[src/rtl/core/b64e_pkg.sv]
package b64e_pkg;

   localparam int CharWidth = 7;
   localparam int SymWidth  = 6;
   localparam int MaxChars  = 4;

   localparam logic [CharWidth-1:0] PadChar = 7'd61;

   typedef logic [CharWidth-1:0] char_type;

   typedef struct packed {
      char_type [MaxChars-1:0] chars;
      logic [1:0]              count_m1;
      logic                    final_flag;
   } bundle_type;

   function automatic char_type sym(input logic [SymWidth-1:0] v);
      char_type ch;
      priority if (v < 6'd26) begin
         ch = char_type'(7'd65 + {1'b0, v});
      end else if (v < 6'd52) begin
         ch = char_type'(7'd71 + {1'b0, v});
      end else if (v < 6'd62) begin
         ch = char_type'({1'b0, v} - 7'd4);
      end else if (v == 6'd62) begin
         ch = 7'd43;
      end else begin
         ch = 7'd47;
      end
      return ch;
   endfunction

endpackage

[src/rtl/core/b64e_front.sv]
module b64e_front (
   input  logic                clock,
   input  logic                reset,
   input  logic                accept,
   input  logic [7:0]          data_byte,
   input  logic                is_final,
   output b64e_pkg::bundle_type bundle
);

   localparam logic [1:0] PhaseFirst  = 2'd0;
   localparam logic [1:0] PhaseSecond = 2'd1;
   localparam logic [1:0] PhaseThird  = 2'd2;

   logic [1:0] phase_ff, phase_in;
   logic [3:0] carry_ff, carry_in;

   always_comb begin
      bundle          = '0;
      bundle.chars[1] = b64e_pkg::PadChar;
      bundle.chars[2] = b64e_pkg::PadChar;
      bundle.chars[3] = b64e_pkg::PadChar;
      phase_in        = phase_ff;
      carry_in        = carry_ff;
      unique case (phase_ff)
         PhaseSecond: begin
            bundle.chars[0] = b64e_pkg::sym({carry_ff[1:0], data_byte[7:4]});
            if (is_final) begin
               bundle.chars[1]   = b64e_pkg::sym({data_byte[3:0], 2'b00});
               bundle.count_m1   = 2'd2;
               bundle.final_flag = 1'b1;
               phase_in          = PhaseFirst;
               carry_in          = '0;
            end else begin
               phase_in = PhaseThird;
               carry_in = data_byte[3:0];
            end
         end
         PhaseThird: begin
            bundle.chars[0]   = b64e_pkg::sym({carry_ff, data_byte[7:6]});
            bundle.chars[1]   = b64e_pkg::sym(data_byte[5:0]);
            bundle.count_m1   = 2'd1;
            bundle.final_flag = is_final;
            phase_in          = PhaseFirst;
            carry_in          = '0;
         end
         default: begin
            bundle.chars[0] = b64e_pkg::sym(data_byte[7:2]);
            if (is_final) begin
               bundle.chars[1]   = b64e_pkg::sym({data_byte[1:0], 4'b0000});
               bundle.count_m1   = 2'd3;
               bundle.final_flag = 1'b1;
               phase_in          = PhaseFirst;
               carry_in          = '0;
            end else begin
               phase_in = PhaseSecond;
               carry_in = {2'b00, data_byte[1:0]};
            end
         end
      endcase
   end

   always_ff @(posedge clock) begin
      if (reset) begin
         phase_ff <= PhaseFirst;
         carry_ff <= '0;
      end else if (accept) begin
         phase_ff <= phase_in;
         carry_ff <= carry_in;
      end
   end

endmodule

[src/rtl/core/b64e_queue.sv]
module b64e_queue (
   input  logic                 clock,
   input  logic                 reset,
   input  logic                 push,
   input  b64e_pkg::bundle_type push_data,
   input  logic                 pop,
   output b64e_pkg::bundle_type head,
   output logic                 full,
   output logic                 empty
);

   b64e_pkg::bundle_type entry_ff [2];
   logic       wr_ptr_ff;
   logic       rd_ptr_ff;
   logic [1:0] count_ff;

   assign full  = (count_ff == 2'd2);
   assign empty = (count_ff == 2'd0);
   assign head  = entry_ff[rd_ptr_ff];

   always_ff @(posedge clock) begin
      if (push) begin
         entry_ff[wr_ptr_ff] <= push_data;
      end
   end

   always_ff @(posedge clock) begin
      if (reset) begin
         wr_ptr_ff <= 1'b0;
         rd_ptr_ff <= 1'b0;
         count_ff  <= 2'd0;
      end else begin
         if (push) begin
            wr_ptr_ff <= ~wr_ptr_ff;
         end
         if (pop) begin
            rd_ptr_ff <= ~rd_ptr_ff;
         end
         if (push && !pop) begin
            count_ff <= count_ff + 2'd1;
         end else if (pop && !push) begin
            count_ff <= count_ff - 2'd1;
         end
      end
   end

endmodule

[src/rtl/core/b64e_back.sv]
module b64e_back (
   input  logic                 clock,
   input  logic                 reset,
   input  b64e_pkg::bundle_type head,
   input  logic                 empty,
   output logic                 pop,
   output logic                 out_valid,
   input  logic                 out_ready,
   output b64e_pkg::char_type   out_char,
   output logic                 out_last
);

   logic [1:0]         index_ff;
   logic               valid_ff;
   b64e_pkg::char_type char_ff;
   logic               last_ff;
   logic               load;
   logic               at_end;

   assign load      = !empty && (!valid_ff || out_ready);
   assign at_end    = (index_ff == head.count_m1);
   assign pop       = load && at_end;
   assign out_valid = valid_ff;
   assign out_char  = char_ff;
   assign out_last  = last_ff;

   always_ff @(posedge clock) begin
      if (reset) begin
         valid_ff <= 1'b0;
         index_ff <= 2'd0;
      end else begin
         if (load) begin
            valid_ff <= 1'b1;
            index_ff <= at_end ? 2'd0 : index_ff + 2'd1;
         end else if (out_ready) begin
            valid_ff <= 1'b0;
         end
      end
   end

   always_ff @(posedge clock) begin
      if (load) begin
         char_ff <= head.chars[index_ff];
         last_ff <= at_end && head.final_flag;
      end
   end

endmodule

[src/rtl/core/base64_stream_encoder.sv]
// Streaming base64 encoder, standard alphabet with '=' padding.
// Input channel req_*: one message byte per item, req_tlast on the last byte
// of a message. Output channel rsp_*: one ASCII character per item,
// rsp_tlast on the final character of the encoded message.
// Each byte yields one character, the third byte of a group two, and a
// final first or second byte also flushes the partial symbol and the '='
// pads (three or four characters in all).
// The first character of a byte is written to a queue entry and then
// loaded into the output register, which sends one character per cycle
// while rsp_tready is high; this sets the throughput.
// A two-entry queue of per-byte character groups sits between the byte
// front end and the character serializer, so bytes keep flowing while the
// receiver stalls until the queue fills; then req_tready drops.
// Reset (synchronous, active high) empties the queue and output register
// and returns to the start of a group.
module base64_stream_encoder (
   input  logic       clock,
   input  logic       reset,
   input  logic       req_tvalid,
   output logic       req_tready,
   input  logic [7:0] req_tdata,   // [7:0] data_byte
   input  logic       req_tlast,   // is_final
   output logic       rsp_tvalid,
   input  logic       rsp_tready,
   output logic [7:0] rsp_tdata,   // [6:0] out_char, [7] zero
   output logic       rsp_tlast    // out_last
);

   b64e_pkg::bundle_type front_bundle;
   b64e_pkg::bundle_type queue_head;
   b64e_pkg::char_type   out_char;
   logic                 queue_full;
   logic                 queue_empty;
   logic                 queue_pop;
   logic                 accept;

   assign req_tready = !queue_full;
   assign accept     = req_tvalid && req_tready;
   assign rsp_tdata  = {1'b0, out_char};

   b64e_front u_front (
      .clock     (clock),
      .reset     (reset),
      .accept    (accept),
      .data_byte (req_tdata),
      .is_final  (req_tlast),
      .bundle    (front_bundle)
   );

   b64e_queue u_queue (
      .clock     (clock),
      .reset     (reset),
      .push      (accept),
      .push_data (front_bundle),
      .pop       (queue_pop),
      .head      (queue_head),
      .full      (queue_full),
      .empty     (queue_empty)
   );

   b64e_back u_back (
      .clock     (clock),
      .reset     (reset),
      .head      (queue_head),
      .empty     (queue_empty),
      .pop       (queue_pop),
      .out_valid (rsp_tvalid),
      .out_ready (rsp_tready),
      .out_char  (out_char),
      .out_last  (rsp_tlast)
   );

endmodule

[config.mk]
export PLATFORM = sky130hd
export DESIGN_NAME = base64_stream_encoder
export DESIGN_NICKNAME = d
export VERILOG_FILES = /design/src/rtl/core/b64e_pkg.sv /design/src/rtl/core/b64e_front.sv /design/src/rtl/core/b64e_queue.sv /design/src/rtl/core/b64e_back.sv /design/src/rtl/core/base64_stream_encoder.sv
export SDC_FILE = /design/constraint.sdc
export NUM_CORES = 1
export LEC_CHECK = 0
export BUFFER_PORTS_ARGS = -buffer_cell sky130_fd_sc_hd__buf_2
export CAP_MARGIN = 0
export CELL_PAD_IN_SITES_DETAIL_PLACEMENT = 0
export CELL_PAD_IN_SITES_GLOBAL_PLACEMENT = 2
export CORE_UTILIZATION = 42
export CTS_CLUSTER_DIAMETER = 50
export DETAILED_ROUTE_END_ITERATION = 12
export GPL_TIMING_DRIVEN = 0
export PLACE_DENSITY = 0.89
export SLEW_MARGIN = 40
export SYNTH_ARGS = -nofsm -noshare
export SYNTH_HDL_FRONTEND = slang
export SYNTH_HIERARCHICAL = 1
export SYNTH_SLANG_ARGS = --single-unit
[constraint.sdc]
create_clock -name clock -period 3.55 [get_ports clock]
set_input_delay 0.8875 -clock clock [delete_from_list [all_inputs] [get_ports clock]]
set_output_delay 0.8875 -clock clock [all_outputs]
set_load 0.005 [all_outputs]
==> results.ini, run 1 <==
[clock_network]
cts-resized-gates=0
clkLatencyLatePin_ns=0.33
cts_tree=done
cts_setup_buffers=0
clk_pin_slew_ns=0.06
cts_sinks=84
ctsHtreeMaxLevel=3
cts_hold_buf=0
cts-root-buf=clkbuf_16
cts_buffers=9
cts_buffer_depth=2

[global_route]
grt_pass1_vias=3791
grt_start_max_net_pins=18
met2_usage_pct=33.3
met3_usage_pct=3.24
met1_usage_pct=26.3
grt_usage_pct=19.8
grt_busiest_layer=met2
antenna_found_initial=0
grt-ovfl-total=0
grt_pass1_wl_um=20200

[floorplan]
dieArea_um2=13400
die_h_um=116
die_w_um=116
initial_core_util_pct=43.2
rows=41
core-area_um2=12600
ios=24

[critical_path]
crit_type=input pin to flop
rr_worst_depth=8
worstSetupStartpoint=req_tdata[0]
worst_setup_path_start_kind=input pin
endpoint=u_queue/entry_ff[1][14]
arrival_ns=3.24
r2r_slack_ns=0.89
r2r_end=u_queue/count_ff[1]
crit_required_ns=3.62
end_kind=flop
crit_path_max_fanout=10

[yosys]
syn-instance-count=512
yosys_most_used_dff=edfxtp_1
synth.distinct_cells=68
ys_ff_latch=84
yosysWarningCount=6
synthArstFlopShare_pct=0
syn-cell-area_um2=5450
synth_edf_count=70
syn_area_per_cell_um2=10.6
seq_area_frac_synth_pct=43.7

[power_and_ir_drop]
clock_power_share_pct=25.1
switching_share_pct=30.0
powerDensity_nw_per_um2=566
ir_drop_uv=212
switching_power_uw=1050
intPower_uw=2450
combinationalPowerShare_pct=34.1
p_seq_share_pct=40.8
power_uw=3500
power.leakage_uw=0.00225

[run]
max_cap_violations=0

[placed_design]
post-dp-hpwl_um=9320
placed_cell_area_um2=5880
globalplace.congestion=0.839
port_buffers=22

[sta]
tns_ns=0
report.final.setup_viol=0
finClkSkew_ns=0.00633
fin_crit_sh_pct=89.0
relSlewSlack_pct=45.6
hold_viol=0
drv_slew=0
fin_crit_ns=3.16
rsz0062_at_grt=no
fmax_ghz=0.316
max_slew.worst_pin.slew_ns=0.813

[routing]
via_per_inst=5.51
avgRoutedWirePerCell_um=17.0
drtAntennaViolNets=0
dr_total_vias=4059
firstDrtPassIters=6
wl_um=12500
drc=0
drt_iter0_markers=227

[final_layout]
stdcell_area_um2=6180
final_nets=597
syn2layout_area_growth_pct=13.5
n_antenna_cell=0
final_cell_mix=70 x edfxtp_1, 40 x nand2_1, 35 x buf_2, 33 x a21oi_1, 33 x mux2_2
drive_gt1_share_pct=24.1
final_core_util_pct=49.0
final_common_cell=edfxtp_1

[min_path]
min_path_type=flop to flop

[outcome]
run_status=finished, final reports clean

[per-stage QoR]
| stage | setup slack, ns | std cells | hold WS, ns |
|---|---|---|---|
| 2_1_floorplan | 0.478 | 524 | 0.461 |
| 3_3_place_gp | -0.431 | 718 | 0.479 |
| 3_5_place_dp | 0.0483 | 720 | 0.498 |
| 4_1_cts | 0.396 | 736 | 0.505 |
| 5_1_grt | 0.209 | 736 | 0.542 |
| 6_report | 0.389 | 736 | 0.502 |
[how the worst min path moves through the flow]
stage | start | endpoint | slack (ns) | cells past startpoint
floorplan | u_queue/count_ff[1] | u_queue/count_ff[1] | 0.46 | 2
global placement | u_queue/count_ff[1] | u_queue/count_ff[1] | 0.48 | 2
detailed placement | u_queue/count_ff[1] | u_queue/count_ff[1] | 0.50 | 2
CTS | u_queue/count_ff[1] | u_queue/count_ff[1] | 0.51 | 2
global route | u_queue/count_ff[1] | u_queue/count_ff[1] | 0.54 | 2
finish | u_queue/count_ff[1] | u_queue/count_ff[1] | 0.50 | 2
[Yosys cell counts, drive strengths merged, types with 4 or more instances]
master	number	area share, %
a21o	6	0.83
nor3b	4	0.55
or3	5	0.57
o21ai	19	1.7
mux4	7	2.9
xor2	6	0.96
ha	25	5.7
nand2	40	2.8
a31oi	7	0.80
nand3	17	1.8
buf	40	5.1
nand2b	16	1.8
o22ai	6	0.69
clkbuf	8	0.55
inv	18	1.2
dfxtp	14	5.1
a211oi	5	0.69
nor2	23	1.6
xnor2	18	2.9
edfxtp	70	39
mux2	33	6.8
nor3	13	1.7
a221oi	6	0.96
nor2b	12	1.5
a21oi	36	3.5
o211ai	9	1.2
[area by class of cell]
cell class | instances | area (um2)
fillers | 1179 | 6440
multi-input cells | 374 | 2740
flip-flops and latches | 84 | 2380
plain buffers | 48 | 309
clock buffers | 12 | 267
well taps | 172 | 215
repair buffers | 24 | 165
inverters | 18 | 67.6
clock inverters | 4 | 32.5
[power by group through the flow]
| stage | sequential [uW] | clock (uW) | combinational [uW] |
|---|---|---|---|
| 2_1_floorplan | 1440 | 0 | 839 |
| 3_3_place_gp | 1440 | 0 | 1140 |
| 3_5_place_dp | 1450 | 0 | 1210 |
| 4_1_cts | 1430 | 904 | 1210 |
| 5_1_grt | 1450 | 939 | 1310 |
| 6_report | 1430 | 879 | 1190 |
[sequential cells by signal, indices dropped and copies added, names as in the netlist, named ones only]
signal / count
u_back/index_ff: 2
u_back/out_char: 7
u_back/out_last: 1
u_back/out_valid: 1
u_front/carry_ff: 4
u_front/phase_ff: 2
u_queue/count_ff: 2
u_queue/entry_ff: 62
u_queue/rd_ptr_ff: 1
u_queue/wr_ptr_ff: 1
[cell families after synthesis]
logic type	share of synthesized area [%]
compound gates	14.8
xor+xnor	3.86
fa+ha+maj	5.74
buf+inv	6.91
flops	43.7
mux	10.3
other cells	0.207
simple gates	14.5
[critical path: stages]
cell and delay [ns]:
buf_2 0.22, inv_1 0.15, ha_1 0.31, nand2b_1 0.17, buf_2 0.18, xnor2_1 0.14, ha_1 0.23, or3_1 0.40
a21oi_2 0.14, xnor2_1 0.13, nand2_1 0.07, o21a_1 0.20
[routing by layer]
layer  share of wire [%]  routed length [um]
met1                  44                5520
met2                  50                6230
met3                 5.0                 624
met4                 1.2                 149
met5                   0                   0
(Power assumes the default switching activity.)
==> inputs of run 2 (changes only) <==
--- a/config.mk
+++ b/config.mk
@@ -13,7 +13,7 @@
 export CTS_CLUSTER_DIAMETER = 50
 export DETAILED_ROUTE_END_ITERATION = 12
 export GPL_TIMING_DRIVEN = 0
-export PLACE_DENSITY = 0.89
+export PLACE_DENSITY = 0.91
 export SLEW_MARGIN = 40
 export SYNTH_ARGS = -nofsm -noshare
 export SYNTH_HDL_FRONTEND = slang
==> run 2 against run 1 <==
Effect of this change:
- final cell count decreased by 0.14%
- clock power up 18%
- core utilization is 0.12 points higher
- via count shrank 2.2%
- critical path type unchanged
- final area grew 0.24%
- combinational power hardly changed
- sequential power hardly changed
- largest cell class unchanged
- first-iteration DRC count increased by 21%
- highest routed layer unchanged
==> results.ini, run 2 (same netlist as run 1, synthesis figures left out) <==
[outcome]
run_status=finished, final reports clean  ; unchanged

[routing]
firstDrtPassIters=5  ; was 6
wl_um=12400  ; was 12500 um
avgRoutedWirePerCell_um=16.9  ; was 17.0 um
drt_iter0_markers=274  ; was 227
drtAntennaViolNets=0  ; unchanged
via_per_inst=5.40  ; was 5.51
dr_total_vias=3969  ; was 4059
drc=0  ; unchanged

[global_route]
grt-ovfl-total=0  ; unchanged
grt_pass1_wl_um=19600  ; was 20200 um
met3_usage_pct=1.62  ; was 3.24%
grt_pass1_vias=3793  ; was 3791
grt_start_max_net_pins=32  ; was 18
grt_usage_pct=19.2  ; was 19.8%
met1_usage_pct=25.0  ; was 26.3%
grt_busiest_layer=met2  ; unchanged
met2_usage_pct=33.1  ; was 33.3%
antenna_found_initial=0  ; unchanged

[floorplan]
die_w_um=116  ; unchanged
ios=24  ; unchanged
rows=41  ; unchanged
core-area_um2=12600  ; unchanged
dieArea_um2=13400  ; unchanged
die_h_um=116  ; unchanged
initial_core_util_pct=43.2  ; unchanged

[critical_path]
slowest_delay_ns=0.39  ; was 0.40 ns
crit_type=input pin to flop  ; unchanged
crit_required_ns=3.64  ; was 3.62 ns
end_kind=flop  ; unchanged
crit_chain=buf_2 > inv_1 > ha_1 > nand2b_1 > buf_2 > xnor2_1 > ha_1 > or3_1 > a21oi_2 > xnor2_1 > nand2_1 > o21a_1  ; unchanged
cp_slowest_cell=or3_1  ; unchanged
crit_path_max_fanout=10  ; unchanged
worst_setup_path_start_kind=input pin  ; unchanged
arrival_ns=3.23  ; was 3.24 ns

[sta]
hold_viol=0  ; unchanged
tns_ns=0  ; unchanged
drv_slew=0  ; unchanged
finClkSkew_ns=0.00508  ; was 0.00633 ns
fmax_ghz=0.318  ; was 0.316 GHz
relSlewSlack_pct=49.2  ; was 45.6%
fin_crit_sh_pct=88.5  ; was 89.0%
max_slew.worst_pin.slew_ns=0.761  ; was 0.813 ns
rsz0062_at_grt=no  ; unchanged
report.final.setup_viol=0  ; unchanged
fin_crit_ns=3.14  ; was 3.16 ns
fin_hold_ws_ns=0.525  ; was 0.502 ns
setup_slack_ns=0.409  ; was 0.389 ns

[clock_network]
ctsHtreeMaxLevel=3  ; unchanged
cts_buffers=9  ; unchanged
cts_setup_buffers=0  ; unchanged
clkLatencyLatePin_ns=0.33  ; about the same
cts-root-buf=clkbuf_16  ; unchanged
cts_buffer_depth=2  ; unchanged
clk_pin_slew_ns=0.06  ; about the same
cts-resized-gates=0  ; unchanged
cts_hold_buf=0  ; unchanged
cts_tree=done  ; unchanged
cts_sinks=84  ; unchanged

[placed_design]
port_buffers=22  ; unchanged
globalplace.congestion=0.847  ; was 0.839
place_ws_ns=0.0428  ; was 0.0483 ns
post-dp-hpwl_um=9140  ; was 9320 um

[final_layout]
top_register=u_queue/entry_ff  ; unchanged
final_common_cell=edfxtp_1  ; unchanged
final_cell_mix=70 x edfxtp_1, 40 x nand2_1, 35 x buf_2, 33 x a21oi_1, 33 x mux2_2  ; unchanged
final_core_util_pct=49.1  ; was 49.0%
syn2layout_area_growth_pct=13.7  ; was 13.5%
drive_gt1_share_pct=23.8  ; was 24.1%
n_antenna_cell=0  ; unchanged
final_nets=596  ; was 597
largest_reg_flops=62  ; unchanged
num-fill-cells=1165  ; was 1179

[power_and_ir_drop]
switching_power_uw=1050  ; about the same
powerDensity_nw_per_um2=588  ; was 566 nW/um2
intPower_uw=2590  ; was 2450 uW
combinationalPowerShare_pct=32.4  ; was 34.1%
p_seq_share_pct=39.2  ; was 40.8%
power.leakage_uw=0.00226  ; was 0.00225 uW
power_uw=3640  ; was 3500 uW
ir_drop_uv=213  ; was 212 uV
switching_share_pct=28.8  ; was 30.0%
clock_power_share_pct=28.4  ; was 25.1%

[run]
max_cap_violations=0  ; unchanged

[min_path]
min_path_type=flop to flop  ; unchanged

[run 2: layout make-up]
cell class	count	area, um2	area share [%]
clock buffer	9	225	3.64
tap	172	215	3.47
timing repair buffer	23	138	2.22
clock inverter	7	114	1.84
multi-input combinational	374	2740	44.3
sequential	84	2380	38.5
inverter	18	67.6	1.09
buffer	48	309	4.99
[run 2: power by group through the flow]
stage	logic [uW]	registers [uW]	clock network, uW
after global routing	1290	1450	1090
after CTS	1190	1430	1060
final	1180	1430	1040
after floorplan	839	1440	0
after detailed placement	1180	1450	0
after global placement	1130	1440	0
[run 2: final timing paths]
path / to / from / depth (start not counted) / slack, ns
worst min-delay path: u_queue/rd_ptr_ff / u_queue/rd_ptr_ff / 2 / 0.52
worst max-delay path: u_queue/entry_ff[0][14] / req_tdata[0] / 12 / 0.41
worst min register to register: u_queue/rd_ptr_ff / u_queue/rd_ptr_ff / 2 / 0.52
worst max register to register: u_queue/count_ff[1] / flop / 8 / 0.87
[run 2: metrics by stage]
stage | std cells | instance area (um2)
CTS | 735 | 6190
detailed placement | 719 | 5850
floorplan | 524 | 5490
finish | 735 | 6190
global placement | 718 | 5820
global route | 735 | 6190
[run 2: critical path, delay by kind of cell]
family / cells / cell delay (ns)
compound gates: 2 / 0.33
xor+xnor: 2 / 0.27
simple gates: 3 / 0.64
buf+inv: 3 / 0.55
fa+ha+maj: 2 / 0.55
[run 2: metal layers]
metal	share of wire, %	vias up
met5	0	-
met4	1.3	0
met3	2.5	16
met1	47	1909
met2	49	84
li1	-	1960
